`src/sov_pkg.sv`:
```
package sov_pkg;

    // default overlay map geometry
    localparam int SOV_MAP_COLS = 160;
    localparam int SOV_MAP_ROWS = 120;

    // linear cell address width, enough for 512 x 512 cells
    localparam int SOV_LIN_W = 18;

    // queue between front and back
    localparam int SOV_Q_DEPTH = 4;
    localparam int SOV_Q_PW    = 2;

    // item modes
    localparam logic [1:0] SOV_MODE_WRITE   = 2'd0;
    localparam logic [1:0] SOV_MODE_SPRITE  = 2'd1;
    localparam logic [1:0] SOV_MODE_RESTORE = 2'd2;

    // stored cell codes
    localparam logic [1:0] SOV_CODE_EMPTY = 2'd0;
    localparam logic [1:0] SOV_CODE_ONE   = 2'd1;
    localparam logic [1:0] SOV_CODE_TWO   = 2'd2;

    // configuration register indexes
    localparam logic [2:0] SOV_REG_KEY   = 3'd0;
    localparam logic [2:0] SOV_REG_COL1  = 3'd1;
    localparam logic [2:0] SOV_REG_COL2  = 3'd2;
    localparam logic [2:0] SOV_REG_ORG_X = 3'd3;
    localparam logic [2:0] SOV_REG_ORG_Y = 3'd4;

    localparam logic [8:0] SOV_ORG_X_RST = 9'd3;
    localparam logic [8:0] SOV_ORG_Y_RST = 9'd37;

    typedef struct packed {
        logic [15:0] key;
        logic [15:0] color_one;
        logic [15:0] color_two;
        logic [8:0]  org_x;
        logic [8:0]  org_y;
    } t_cfg;

    // one classified item on its way from front to back
    typedef struct packed {
        logic [1:0]           mode;
        logic                 wr_en;
        logic                 in_map;
        logic [SOV_LIN_W-1:0] addr;
        logic [1:0]           code;
        logic [15:0]          bg;
        logic [15:0]          spr;
    } t_entry;

endpackage

```
`src/sov_queue.sv`:
```
module sov_queue (
    input  logic            i_clk,
    input  logic            i_rst_n,
    input  logic            i_push,
    input  sov_pkg::t_entry i_entry,
    input  logic            i_pop,
    output sov_pkg::t_entry o_entry,
    output logic            o_full,
    output logic            o_empty
);
    import sov_pkg::*;

    t_entry              r_slot [SOV_Q_DEPTH];
    logic [SOV_Q_PW-1:0] r_wr_ptr;
    logic [SOV_Q_PW-1:0] r_rd_ptr;
    logic [SOV_Q_PW:0]   r_count;
    logic [SOV_Q_PW-1:0] n_wr_ptr;
    logic [SOV_Q_PW-1:0] n_rd_ptr;
    logic [SOV_Q_PW:0]   n_count;

    assign o_full  = (r_count == (SOV_Q_PW+1)'(SOV_Q_DEPTH));
    assign o_empty = (r_count == '0);
    assign o_entry = r_slot[r_rd_ptr];

    always_comb begin
        n_wr_ptr = i_push ? r_wr_ptr + 1'b1 : r_wr_ptr;
        n_rd_ptr = i_pop  ? r_rd_ptr + 1'b1 : r_rd_ptr;
        n_count  = r_count;
        if (i_push && !i_pop) begin
            n_count = r_count + 1'b1;
        end else if (i_pop && !i_push) begin
            n_count = r_count - 1'b1;
        end
    end

    always_ff @(posedge i_clk) begin
        if (!i_rst_n) begin
            r_wr_ptr <= '0;
            r_rd_ptr <= '0;
            r_count  <= '0;
        end else begin
            r_wr_ptr <= n_wr_ptr;
            r_rd_ptr <= n_rd_ptr;
            r_count  <= n_count;
        end
    end

    always_ff @(posedge i_clk) begin
        if (i_push) begin
            r_slot[r_wr_ptr] <= i_entry;
        end
    end

endmodule

```
`config.mk`:
```
export PLATFORM = sky130hd
export DESIGN_NAME = sov_queue
export DESIGN_NICKNAME = d
export VERILOG_FILES = /design/src/sov_pkg.sv /design/src/sov_queue.sv
export SDC_FILE = /design/constraint.sdc
export NUM_CORES = 1
export LEC_CHECK = 0
export BUFFER_PORTS_ARGS = -buffer_cell sky130_fd_sc_hd__buf_2
export CAP_MARGIN = 25
export CORE_ASPECT_RATIO = 0.9
export CORE_MARGIN = 8
export CORE_UTILIZATION = 46
export CTS_CLUSTER_SIZE = 8
export DETAILED_ROUTE_END_ITERATION = 16
export PLACE_DENSITY = 0.66
export SETUP_SLACK_MARGIN = 0.15
export SYNTH_ARGS = -nofsm -noshare
export SYNTH_HDL_FRONTEND = slang
export SYNTH_SLANG_ARGS = --single-unit
```
`constraint.sdc`:
```
create_clock -name i_clk -period 2.85 [get_ports i_clk]
set_input_delay 0.285 -clock i_clk [delete_from_list [all_inputs] [get_ports i_clk]]
set_output_delay 0.285 -clock i_clk [all_outputs]
set_load 0.02 [all_outputs]
```
==> results.md <==
- Post-synth top area cell: edfxtp_1
- Final Hold Viols: 0
- Worst Path Arrival: 2.07 ns
- Max-Cap Viols: 0
- Worst-Skew Late Latency: slightly below 0.5 ns
- CP Depth: 3
- Largest net degree at the start of global routing: 57
- Final Cell Area: 0.01058 sq mm
- H-tree Lvls: 2
- Critical Path End: o_entry[31]
- Syn Nets: 401
- # clock sinks: ~230
- Starting DRT DRC Count: 198
- Sequential-to-total area share from yosys stat: between 80% and 90%
- Sw Ratio: between 20% and 30%
- GPL Wtd Cong: about 0.7
- Worst setup EP type: output port
- Setup TNS: 0 ns
- Most frequent cells in the layout: edfxtp_1 (224), buf_2 (117), mux4_2 (56)
- WP data required: 2.57 ns
- Ports: 118
- R2r endpoint: r_slot[0][9]$_DFFE_PP_
- Internal: 0.006622 W
- Clock tree buffer depth: 3
- Synth top area cells: edfxtp_1 (79%), mux4_2 (15%), dfxtp_1 (2.1%)
- Postcts setup bufs: 0
- Hold Crit Class: in -> reg
- Status: finished, final reports clean
- Netlist Area Pre-Place: 0.008561 sq mm
- Worst Skew: between 0.01 and 0.015 ns
- Top_reg_cell synth: edfxtp_1
- Die W: 159.8 um
- Setup violations, final: 0
- First-pass GRT wire length: 24.77 mm
- Vias: about 4k
- Worst VDD drop: 0.0005494 V
- Static leakage: 3.621 nW
- Critical-path cell list: buf_4, mux4_2, buf_2
- # port buffers: 117
- Pwr/cell area: between 700 and 800 mW/mm^2
- Fillers: 1396
- Starting density of the core: between 40 and 50%
- Pins Over Slew Limit: 0
- Die area: 0.02324 sq mm
- Drt pass-1 iters: 4
- GRT Util Overall: between 10 and 15%
- Total global routing overflow: 0
- Flop pwr share: 47.3%
- Nets: between 500 and 600
- Number of global-route vias before repair: 4486
- R2R Path Start: r_wr_ptr[0]$_SDFFE_PN0P_
- Tcrit/Tclk final: 82.60%
- Peak Freq: 0.4248 GHz
- Clk slew on worst S/H paths: around 0.05 ns
- Max incr delay on CP: roughly 0.63 ns
- DRC Markers: 0
- Register-to-register setup slack: 1.11 ns
- Vias per inst: about 5.2
- DP Area: around 0.0094 sq mm
- Final WL: 15.74 mm
- Asr flop ratio synth: 0%
- Ant diodes: 0
- WL/cell: between 20 and 25 um
- Row cnt: 47
- Crit path kind: reg -> out
- Slowest stage cell, crit path: dfxtp_2
- Antenna viol nets, final: 0
- Buf/Inv on CP: 2
- Layout cell share with drive strength beyond 1: 43.00%
- Area share of the largest cell type after synthesis: 78.57%
- Power share of the combinational group: 9.9%
- Total CTS buffers: 35
- CP Launch Type: flip-flop
- Synth warn: 0
- Mean area per synthesized cell: about 26 sq um
- Worst slew margin: slightly above 40%
- Sw Pwr: 0.001832 W
- Netlist cell types: 22
- Reg2Reg Depth: 3
- Height of the chip: 145.4 um
- Largest delay share family, worst path: flip-flops
- Core ar.: 0.01835 sq mm
- Initial antenna violation count: 0
- EDFF count, synth: between 200 and 250
- Clock share of power: a little over two fifths
- Tightest Pin Transition: between 0.8 and 0.9 ns
- Area grow syn2layout: 23.53%
- Synth Instances: 335
- Min Clock Period, post-route: 2.354 ns
- Root Driver: clkbuf_16
- Most common cell after layout, fill and taps aside: edfxtp_1
- #FFs+latches synth: 233
- RSZ-0062 raised after global routing: no
- CTS tree: built
- Crit-path max FO: 19
sequential cells by signal (all words and copies together), names as in the netlist, named ones only:
register / flops
r_wr_ptr: 2
r_slot: 224
r_rd_ptr: 2
r_count: 3
metal layers:
metal	global-route usage, %	wire length, um
met1	16.87	6770
met2	22.22	7715
met3	4.412	988
met4	4.949	268
met5	0	0
final cells by class:
| type | instances | area (sq um) | area share, % |
|---|---|---|---|
| Clock buffer | 49 | 970.9 | 9.181 |
| Timing Repair Buffer | 141 | 840.8 | 7.951 |
| Inverter | 4 | 15.01 | 0.1420 |
| Sequential cell | 233 | 6912 | 65.36 |
| Multi-Input combinational cell | 86 | 1521 | 14.39 |
| Tap cell | 245 | 306.5 | 2.899 |
| Clock inverter | 1 | 8.758 | 0.08282 |
how the worst min path moves through the flow:
stage,slack [ns],end,cells past startpoint,from
floorplan,0.38,r_slot[0][0]$_DFFE_PP_,0,i_entry[0]
finish,0.02,r_slot[0][46]$_DFFE_PP_,1,i_entry[46]
global route,0.002,r_slot[0][29]$_DFFE_PP_,1,i_entry[29]
detailed placement,0.50,r_slot[2][27]$_DFFE_PP_,1,i_entry[27]
global placement,0.48,r_count[2]$_SDFFE_PN0P_,2,r_count[2]$_SDFFE_PN0P_
CTS,0.0006,r_slot[0][46]$_DFFE_PP_,1,i_entry[46]
power groups by stage:
stage / registers (W) / clock network, W / logic (W)
6_report: 0.00400 / 0.00362 / 0.000838
2_1_floorplan: 0.00404 / 0 / 0.000564
4_1_cts: 0.00400 / 0.00370 / 0.000863
3_3_place_gp: 0.00405 / 0 / 0.000823
3_5_place_dp: 0.00406 / 0 / 0.000838
5_1_grt: 0.00401 / 0.00384 / 0.000907
through the flow:
stage          utilization (%)  hold slack, ns  power [W]  cells  worst slack [ns]
2_1_floorplan                -          0.3839   0.004605    335            0.5634
3_3_place_gp             51.21          0.4818   0.004873    689            0.9977
3_5_place_dp             51.21          0.5038   0.004900    689            0.9788
4_1_cts                  57.64       0.0005504   0.008558    759            0.4651
5_1_grt                  57.64        0.002308   0.008752    759            0.4107
6_report                 57.64         0.01667   0.008453    759            0.4959
cell usage after synthesis (2+ instances only):
master	number
xnor2_1	2
buf_12	4
nor2b_1	2
mux4_2	56
inv_1	4
and2_1	9
dfxtp_1	9
edfxtp_1	224
ha_1	5
mux2i_1	2
buf_2	5
xor2_1	3
cells by family after synthesis:
kind of cell / after synthesis / share of synthesized area (%)
adders and majority gates: 6 / 0.9646
muxes: 58 / 14.97
DFF: 233 / 80.68
xor gates and xnor gates: 5 / 0.5116
and+or+nand+nor: 15 / 1.067
buffers and inverters: 16 / 1.666
AOI/OAI and AO/OA: 2 / 0.1461
timing repair:
item | CTS | global route
hold buffers | 20 | 0
gates resized for setup | 0 | 0
endpoints found under the hold margin | 62 | 0
Note: power is estimated with default switching activity, not from simulation.
