File: config.mk
export PLATFORM = sky130hd
export DESIGN_NAME = sov_front_flat
export DESIGN_NICKNAME = d
export VERILOG_FILES = /design/src/sov_pkg.sv /design/src/sov_ifs.sv /design/src/sov_front.sv /design/src/flat_wrapper.sv
export SDC_FILE = /design/constraint.sdc
export NUM_CORES = 1
export LEC_CHECK = 0
export BUFFER_PORTS_ARGS = -buffer_cell sky130_fd_sc_hd__clkbuf_2
export CAP_MARGIN = 20
export CORE_MARGIN = 4
export CORE_UTILIZATION = 42
export DETAILED_ROUTE_END_ITERATION = 10
export GPL_TIMING_DRIVEN = 0
export PLACE_DENSITY = 0.95
export REMOVE_ABC_BUFFERS = 1
export SYNTH_ARGS = -nofsm -noshare
export SYNTH_HDL_FRONTEND = slang
export SYNTH_SLANG_ARGS = --single-unit
File: constraint.sdc
create_clock -name vclk -period 17.1
set_input_delay 3.42 -clock vclk [all_inputs]
set_output_delay 3.42 -clock vclk [all_outputs]
set_load 0.02 [all_outputs]
File: src/sov_pkg.sv
package sov_pkg;

    // default overlay map geometry
    localparam int SOV_MAP_COLS = 160;
    localparam int SOV_MAP_ROWS = 120;

    // linear cell address width, enough for 512 x 512 cells
    localparam int SOV_LIN_W = 18;

    // queue between front and back
    localparam int SOV_Q_DEPTH = 4;
    localparam int SOV_Q_PW    = 2;

    // item modes
    localparam logic [1:0] SOV_MODE_WRITE   = 2'd0;
    localparam logic [1:0] SOV_MODE_SPRITE  = 2'd1;
    localparam logic [1:0] SOV_MODE_RESTORE = 2'd2;

    // stored cell codes
    localparam logic [1:0] SOV_CODE_EMPTY = 2'd0;
    localparam logic [1:0] SOV_CODE_ONE   = 2'd1;
    localparam logic [1:0] SOV_CODE_TWO   = 2'd2;

    // configuration register indexes
    localparam logic [2:0] SOV_REG_KEY   = 3'd0;
    localparam logic [2:0] SOV_REG_COL1  = 3'd1;
    localparam logic [2:0] SOV_REG_COL2  = 3'd2;
    localparam logic [2:0] SOV_REG_ORG_X = 3'd3;
    localparam logic [2:0] SOV_REG_ORG_Y = 3'd4;

    localparam logic [8:0] SOV_ORG_X_RST = 9'd3;
    localparam logic [8:0] SOV_ORG_Y_RST = 9'd37;

    typedef struct packed {
        logic [15:0] key;
        logic [15:0] color_one;
        logic [15:0] color_two;
        logic [8:0]  org_x;
        logic [8:0]  org_y;
    } t_cfg;

    // one classified item on its way from front to back
    typedef struct packed {
        logic [1:0]           mode;
        logic                 wr_en;
        logic                 in_map;
        logic [SOV_LIN_W-1:0] addr;
        logic [1:0]           code;
        logic [15:0]          bg;
        logic [15:0]          spr;
    } t_entry;

endpackage

File: src/sov_ifs.sv
interface sov_in_if;
    logic        valid;
    logic        ready;
    logic [1:0]  mode;
    logic [8:0]  screen_x;
    logic [8:0]  screen_y;
    logic [7:0]  cell_col;
    logic [6:0]  cell_row;
    logic [7:0]  cell_code;
    logic [15:0] background_pixel;
    logic [15:0] sprite_pixel;

    modport source (
        output valid, mode, screen_x, screen_y, cell_col, cell_row, cell_code,
               background_pixel, sprite_pixel,
        input  ready
    );
    modport sink (
        input  valid, mode, screen_x, screen_y, cell_col, cell_row, cell_code,
               background_pixel, sprite_pixel,
        output ready
    );
    modport mon (
        input valid, ready, mode, screen_x, screen_y, cell_col, cell_row, cell_code,
              background_pixel, sprite_pixel
    );
endinterface


File: src/sov_front.sv
module sov_front #(
    parameter int MAP_COLS = sov_pkg::SOV_MAP_COLS,
    parameter int MAP_ROWS = sov_pkg::SOV_MAP_ROWS
) (
    sov_in_if.sink          i_pix,
    input  sov_pkg::t_cfg   i_cfg,
    input  logic            i_q_full,
    input  logic            i_busy,
    output logic            o_push,
    output sov_pkg::t_entry o_entry
);
    import sov_pkg::*;

    localparam logic [9:0] COLS_LIM = 10'(MAP_COLS);
    localparam logic [9:0] ROWS_LIM = 10'(MAP_ROWS);

    logic [9:0] w_dx;
    logic [9:0] w_dy;
    logic [7:0] w_mx;
    logic [7:0] w_my;
    logic       w_x_ok;
    logic       w_y_ok;
    logic       w_is_pix;
    logic       w_is_wr;
    logic       w_wr_ok;
    logic [7:0] w_row_sel;
    logic [7:0] w_col_sel;
    logic [SOV_LIN_W-1:0] w_lin;

    assign i_pix.ready = !i_q_full && !i_busy;
    assign o_push      = i_pix.valid && i_pix.ready;

    // offset from origin, halved toward zero: -1 still lands on cell 0
    assign w_dx   = {1'b0, i_pix.screen_x} - {1'b0, i_cfg.org_x};
    assign w_dy   = {1'b0, i_pix.screen_y} - {1'b0, i_cfg.org_y};
    assign w_mx   = w_dx[9] ? 8'd0 : w_dx[8:1];
    assign w_my   = w_dy[9] ? 8'd0 : w_dy[8:1];
    assign w_x_ok = (!w_dx[9] || (w_dx == '1)) && ({2'b00, w_mx} < COLS_LIM);
    assign w_y_ok = (!w_dy[9] || (w_dy == '1)) && ({2'b00, w_my} < ROWS_LIM);

    assign w_is_wr  = (i_pix.mode == SOV_MODE_WRITE);
    assign w_is_pix = (i_pix.mode == SOV_MODE_SPRITE) || (i_pix.mode == SOV_MODE_RESTORE);
    assign w_wr_ok  = ({2'b00, i_pix.cell_col} < COLS_LIM)
                   && ({3'b000, i_pix.cell_row} < ROWS_LIM);

    assign w_row_sel = w_is_wr ? {1'b0, i_pix.cell_row} : w_my;
    assign w_col_sel = w_is_wr ? i_pix.cell_col : w_mx;
    assign w_lin = (SOV_LIN_W'(w_row_sel) * SOV_LIN_W'(MAP_COLS)) + SOV_LIN_W'(w_col_sel);

    always_comb begin
        o_entry.mode   = i_pix.mode;
        o_entry.wr_en  = w_is_wr && w_wr_ok;
        o_entry.in_map = w_is_pix && w_x_ok && w_y_ok;
        o_entry.addr   = w_lin;
        o_entry.bg     = i_pix.background_pixel;
        o_entry.spr    = i_pix.sprite_pixel;
        if (i_pix.cell_code == 8'd0) begin
            o_entry.code = SOV_CODE_EMPTY;
        end else if (i_pix.cell_code == 8'd1) begin
            o_entry.code = SOV_CODE_ONE;
        end else begin
            o_entry.code = SOV_CODE_TWO;
        end
    end

endmodule

File: src/flat_wrapper.sv
// flat-port wrapper written by rule: the top's interface ports become plain ports
module sov_front_flat import sov_pkg::*;
#(
    parameter int MAP_COLS = sov_pkg::SOV_MAP_COLS,
    parameter int MAP_ROWS = sov_pkg::SOV_MAP_ROWS
)
  (i_cfg, i_q_full, i_busy, o_push, o_entry, i_pix_valid, i_pix_mode, i_pix_screen_x, i_pix_screen_y, i_pix_cell_col, i_pix_cell_row, i_pix_cell_code, i_pix_background_pixel, i_pix_sprite_pixel, i_pix_ready);
  sov_in_if i_pix_i ();
  input  sov_pkg::t_cfg i_cfg;
  input  logic i_q_full;
  input  logic i_busy;
  output logic o_push;
  output sov_pkg::t_entry o_entry;
  input wire logic [$bits(i_pix_i.valid)-1:0] i_pix_valid;
  input wire logic [$bits(i_pix_i.mode)-1:0] i_pix_mode;
  input wire logic [$bits(i_pix_i.screen_x)-1:0] i_pix_screen_x;
  input wire logic [$bits(i_pix_i.screen_y)-1:0] i_pix_screen_y;
  input wire logic [$bits(i_pix_i.cell_col)-1:0] i_pix_cell_col;
  input wire logic [$bits(i_pix_i.cell_row)-1:0] i_pix_cell_row;
  input wire logic [$bits(i_pix_i.cell_code)-1:0] i_pix_cell_code;
  input wire logic [$bits(i_pix_i.background_pixel)-1:0] i_pix_background_pixel;
  input wire logic [$bits(i_pix_i.sprite_pixel)-1:0] i_pix_sprite_pixel;
  output wire logic [$bits(i_pix_i.ready)-1:0] i_pix_ready;
  assign i_pix_i.valid = i_pix_valid;
  assign i_pix_i.mode = i_pix_mode;
  assign i_pix_i.screen_x = i_pix_screen_x;
  assign i_pix_i.screen_y = i_pix_screen_y;
  assign i_pix_i.cell_col = i_pix_cell_col;
  assign i_pix_i.cell_row = i_pix_cell_row;
  assign i_pix_i.cell_code = i_pix_cell_code;
  assign i_pix_i.background_pixel = i_pix_background_pixel;
  assign i_pix_i.sprite_pixel = i_pix_sprite_pixel;
  assign i_pix_ready = i_pix_i.ready;
  sov_front #(.MAP_COLS(MAP_COLS), .MAP_ROWS(MAP_ROWS)) u_core (.i_pix(i_pix_i), .i_cfg(i_cfg), .i_q_full(i_q_full), .i_busy(i_busy), .o_push(o_push), .o_entry(o_entry));
endmodule
==> impl_metrics.env <==
export IMPL_p_int_mw=0.0496
export IMPL_maxSlewViolCount=0
export IMPL_drt_initial_drc_count=65
export IMPL_cts_setup_buffers=0
export IMPL_min_from="i_pix_sprite_pixel[9]"
export IMPL_avgSynthCellArea_sq_um=7.40
export IMPL_relSlewSlack=0.301
export IMPL_cpLargestDelayFamily="compound AO/OA/AOI/OAI gates"
export IMPL_antenna_found_initial=0
export IMPL_grt_pass1_wl_mm=9.86
export IMPL_clock_buffer_count=0
export IMPL_area_delta_synth_final_pct=10.9
export IMPL_core_area_sq_um=4850
export IMPL_finalWirelength_mm=6.90
export IMPL_dpl_cell_count=407
export IMPL_highest_layer="met4"
export IMPL_power_mw=0.120
export IMPL_fin_nets=524
export IMPL_p_sw_mw=0.0701
export IMPL_instances_no_fill=407
export IMPL_dpl_instance_area_sq_um=2390
export IMPL_cp_required_ns=13.68
export IMPL_ys_seq_area_frac=0
export IMPL_layout_drive_gt1_share=0.303
export IMPL_syn_inst=291
export IMPL_vias=2167
export IMPL_critical_path_endpoint_type="output pin"
export IMPL_drt_pre_antenna_iters=4
export IMPL_fp_dieArea_sq_um=6330
export IMPL_seq_cell_count=0
export IMPL_die_h_um=79.6
export IMPL_status="completed"
export IMPL_vdd_ir_drop_max_uv=54.6
export IMPL_crit_buf_inv=3
export IMPL_cp_start_kind="input pin"
export IMPL_post_route_util=0.492
export IMPL_finalHoldViolCount=0
export IMPL_hold_path_class="in -> out"
export IMPL_cts_resized_gates=0
export IMPL_antenna_cells=0
export IMPL_setup_violations=0
export IMPL_ys_types=60
export IMPL_grt_use_total=0.199
export IMPL_fp_dieW_um=79.6
export IMPL_netlist_area_sq_um=2150
export IMPL_synth_largest_area_cell="ha_1"
export IMPL_power_density_nw_per_um2=50.1
export IMPL_seqPwrFrac=0
export IMPL_start_util=0.444
export IMPL_cp_cell_sequence="clkbuf_2 > inv_1 > ha_1 > nor2b_2 > o2111ai_2 > a211o_1 > and2_4 > o41ai_1 > ha_1 > fa_1 > xnor2_1 > or3b_2 > or3_1 > o32ai_1 > clkbuf_2"
export IMPL_drc=0
export IMPL_min_to="o_entry[9]"
export IMPL_worstMarginPinSlew_ns=1.05
export IMPL_fmax_mhz=89.7
export IMPL_synth_top_cell_area_share=0.198
export IMPL_portBuffers=88
export IMPL_swShare=0.586
export IMPL_yosys_warnings=0
export IMPL_dp_hpwl_mm=6.28
export IMPL_grt_pass1_vias=1954
export IMPL_p_comb_frac=1.000
export IMPL_dr_wl_met2_mm=3.36
export IMPL_finalCritPeriodShare=0.652
export IMPL_rows=25
export IMPL_boundaryPins=202
export IMPL_cpPeakStageDelay_ns=0.53
export IMPL_cts_hold_buf=0
export IMPL_ff_latch_area_sq_um=0
export IMPL_gr_total_overflow=0
export IMPL_leakagePower_nw=1.28
export IMPL_place_congestion=0.820
export IMPL_grt_start_max_net_pins=31
export IMPL_crit_fanout=7
export IMPL_via_per_inst=5.32
export IMPL_cp_arrival_ns=7.73
export IMPL_hold_path_depth=0
export IMPL_synth_area_leaders="ha_1, buf_4, inv_1"
export IMPL_cp_slowest_cell="o41ai_1"
export IMPL_path_class="in -> out"
export IMPL_maxCapViolCount=0
export IMPL_grt_setup_unrepaired="no"
export IMPL_dr_wl_met3_um=821
export IMPL_wl_per_cell_um=17.0
export IMPL_fin_crit_ns=11.15
export IMPL_ant_nets=0
export IMPL_pwr_share_clk=0
export IMPL_design_area_sq_um=2390
export IMPL_finalSetupTns_ns=0
export IMPL_wl_met1_mm=2.46
[metrics by stage]
stage / setup slack (ns) / hold slack [ns]
5_1_grt: 5.60 / 6.84
4_1_cts: 5.90 / 6.84
6_report: 5.95 / 6.84
3_5_place_dp: 5.91 / 6.84
3_3_place_gp: 5.97 / 6.84
2_1_floorplan: 6.22 / 6.84
[cells in the final DEF (no fill, tap or decap), types with 8 or more instances in the layout]
cell      Yosys  layout
inv_1        34      34
xor2_1       10      10
o21ai_0       8       8
a21o_1        8       8
ha_1         34      34
nor2_1       11      11
o31ai_1      11      11
a21oi_1      11      11
nand2_1      26      26
clkbuf_2      0      88
xnor2_1       9       9
[worst max path at each step]
stage,startpoint,end,slack [ns],depth (start not counted)
after floorplan,i_cfg[1],o_entry[49],6.22,14
after CTS,i_cfg[1],o_entry[49],5.90,15
after global placement,i_cfg[1],o_entry[49],5.97,15
after detailed placement,i_cfg[1],o_entry[49],5.91,15
final,i_cfg[1],o_entry[49],5.95,15
after global routing,i_cfg[1],o_entry[49],5.60,15
[power groups by stage]
stage	clock (mW)	sequential [mW]	combinational, mW
floorplan	0	0	0.0858
global placement	0	0	0.115
detailed placement	0	0	0.119
CTS	0	0	0.119
global route	0	0	0.132
finish	0	0	0.120
[Yosys cell counts (2+ instances only)]
library cell  instances
a211o_1               3
a211oi_1              3
nor2b_1               5
o21ai_0               8
ha_1                 34
or2_2                 3
nor3b_1               4
a21o_1                8
nand3_1               2
o221ai_1              2
a21boi_0              2
nor3_1                5
a21oi_1              11
fa_1                  4
buf_4                36
nand2_1              26
inv_1                34
o21a_1                5
nor4_1                2
nor4b_1               2
nand2b_1              2
nor2_1               11
clkbuf_1              3
or3_1                 5
and2_1                4
xnor2_1               9
a311oi_1              3
o31ai_1              11
xor2_1               10
o211ai_1              2
o41ai_1               2
or4_1                 2
[cells by family (layout without fill, tap and decap cells)]
kind of cell | Yosys count | in the layout | synth area share
AND/OR/NAND/NOR | 81 | 81 | 0.202
buffers and inverters | 75 | 123 | 0.197
AO/OA/AOI/OAI | 74 | 74 | 0.266
adder cells (fa/ha/maj) | 38 | 38 | 0.235
XOR/XNOR | 20 | 20 | 0.0878
multiplexers | 2 | 2 | 0.00988
other | 1 | 2 | 0.00174
[metal layers]
metal | up-vias | GRT usage
li1 | 1106 | -
met1 | 935 | 0.211
met2 | 110 | 0.366
met3 | 16 | 0.0632
met4 | 0 | 0.0619
met5 | - | 0.0182
[layout make-up]
type / count / area, sq um
Timing Repair Buffer: 88 / 440
Tap cell: 67 / 83.8
Fill cell: 487 / 2460
Inverter: 35 / 131
Multi-Input combinational cell: 217 / 1730
No activity file was read; power rests on OpenSTA's default activity.
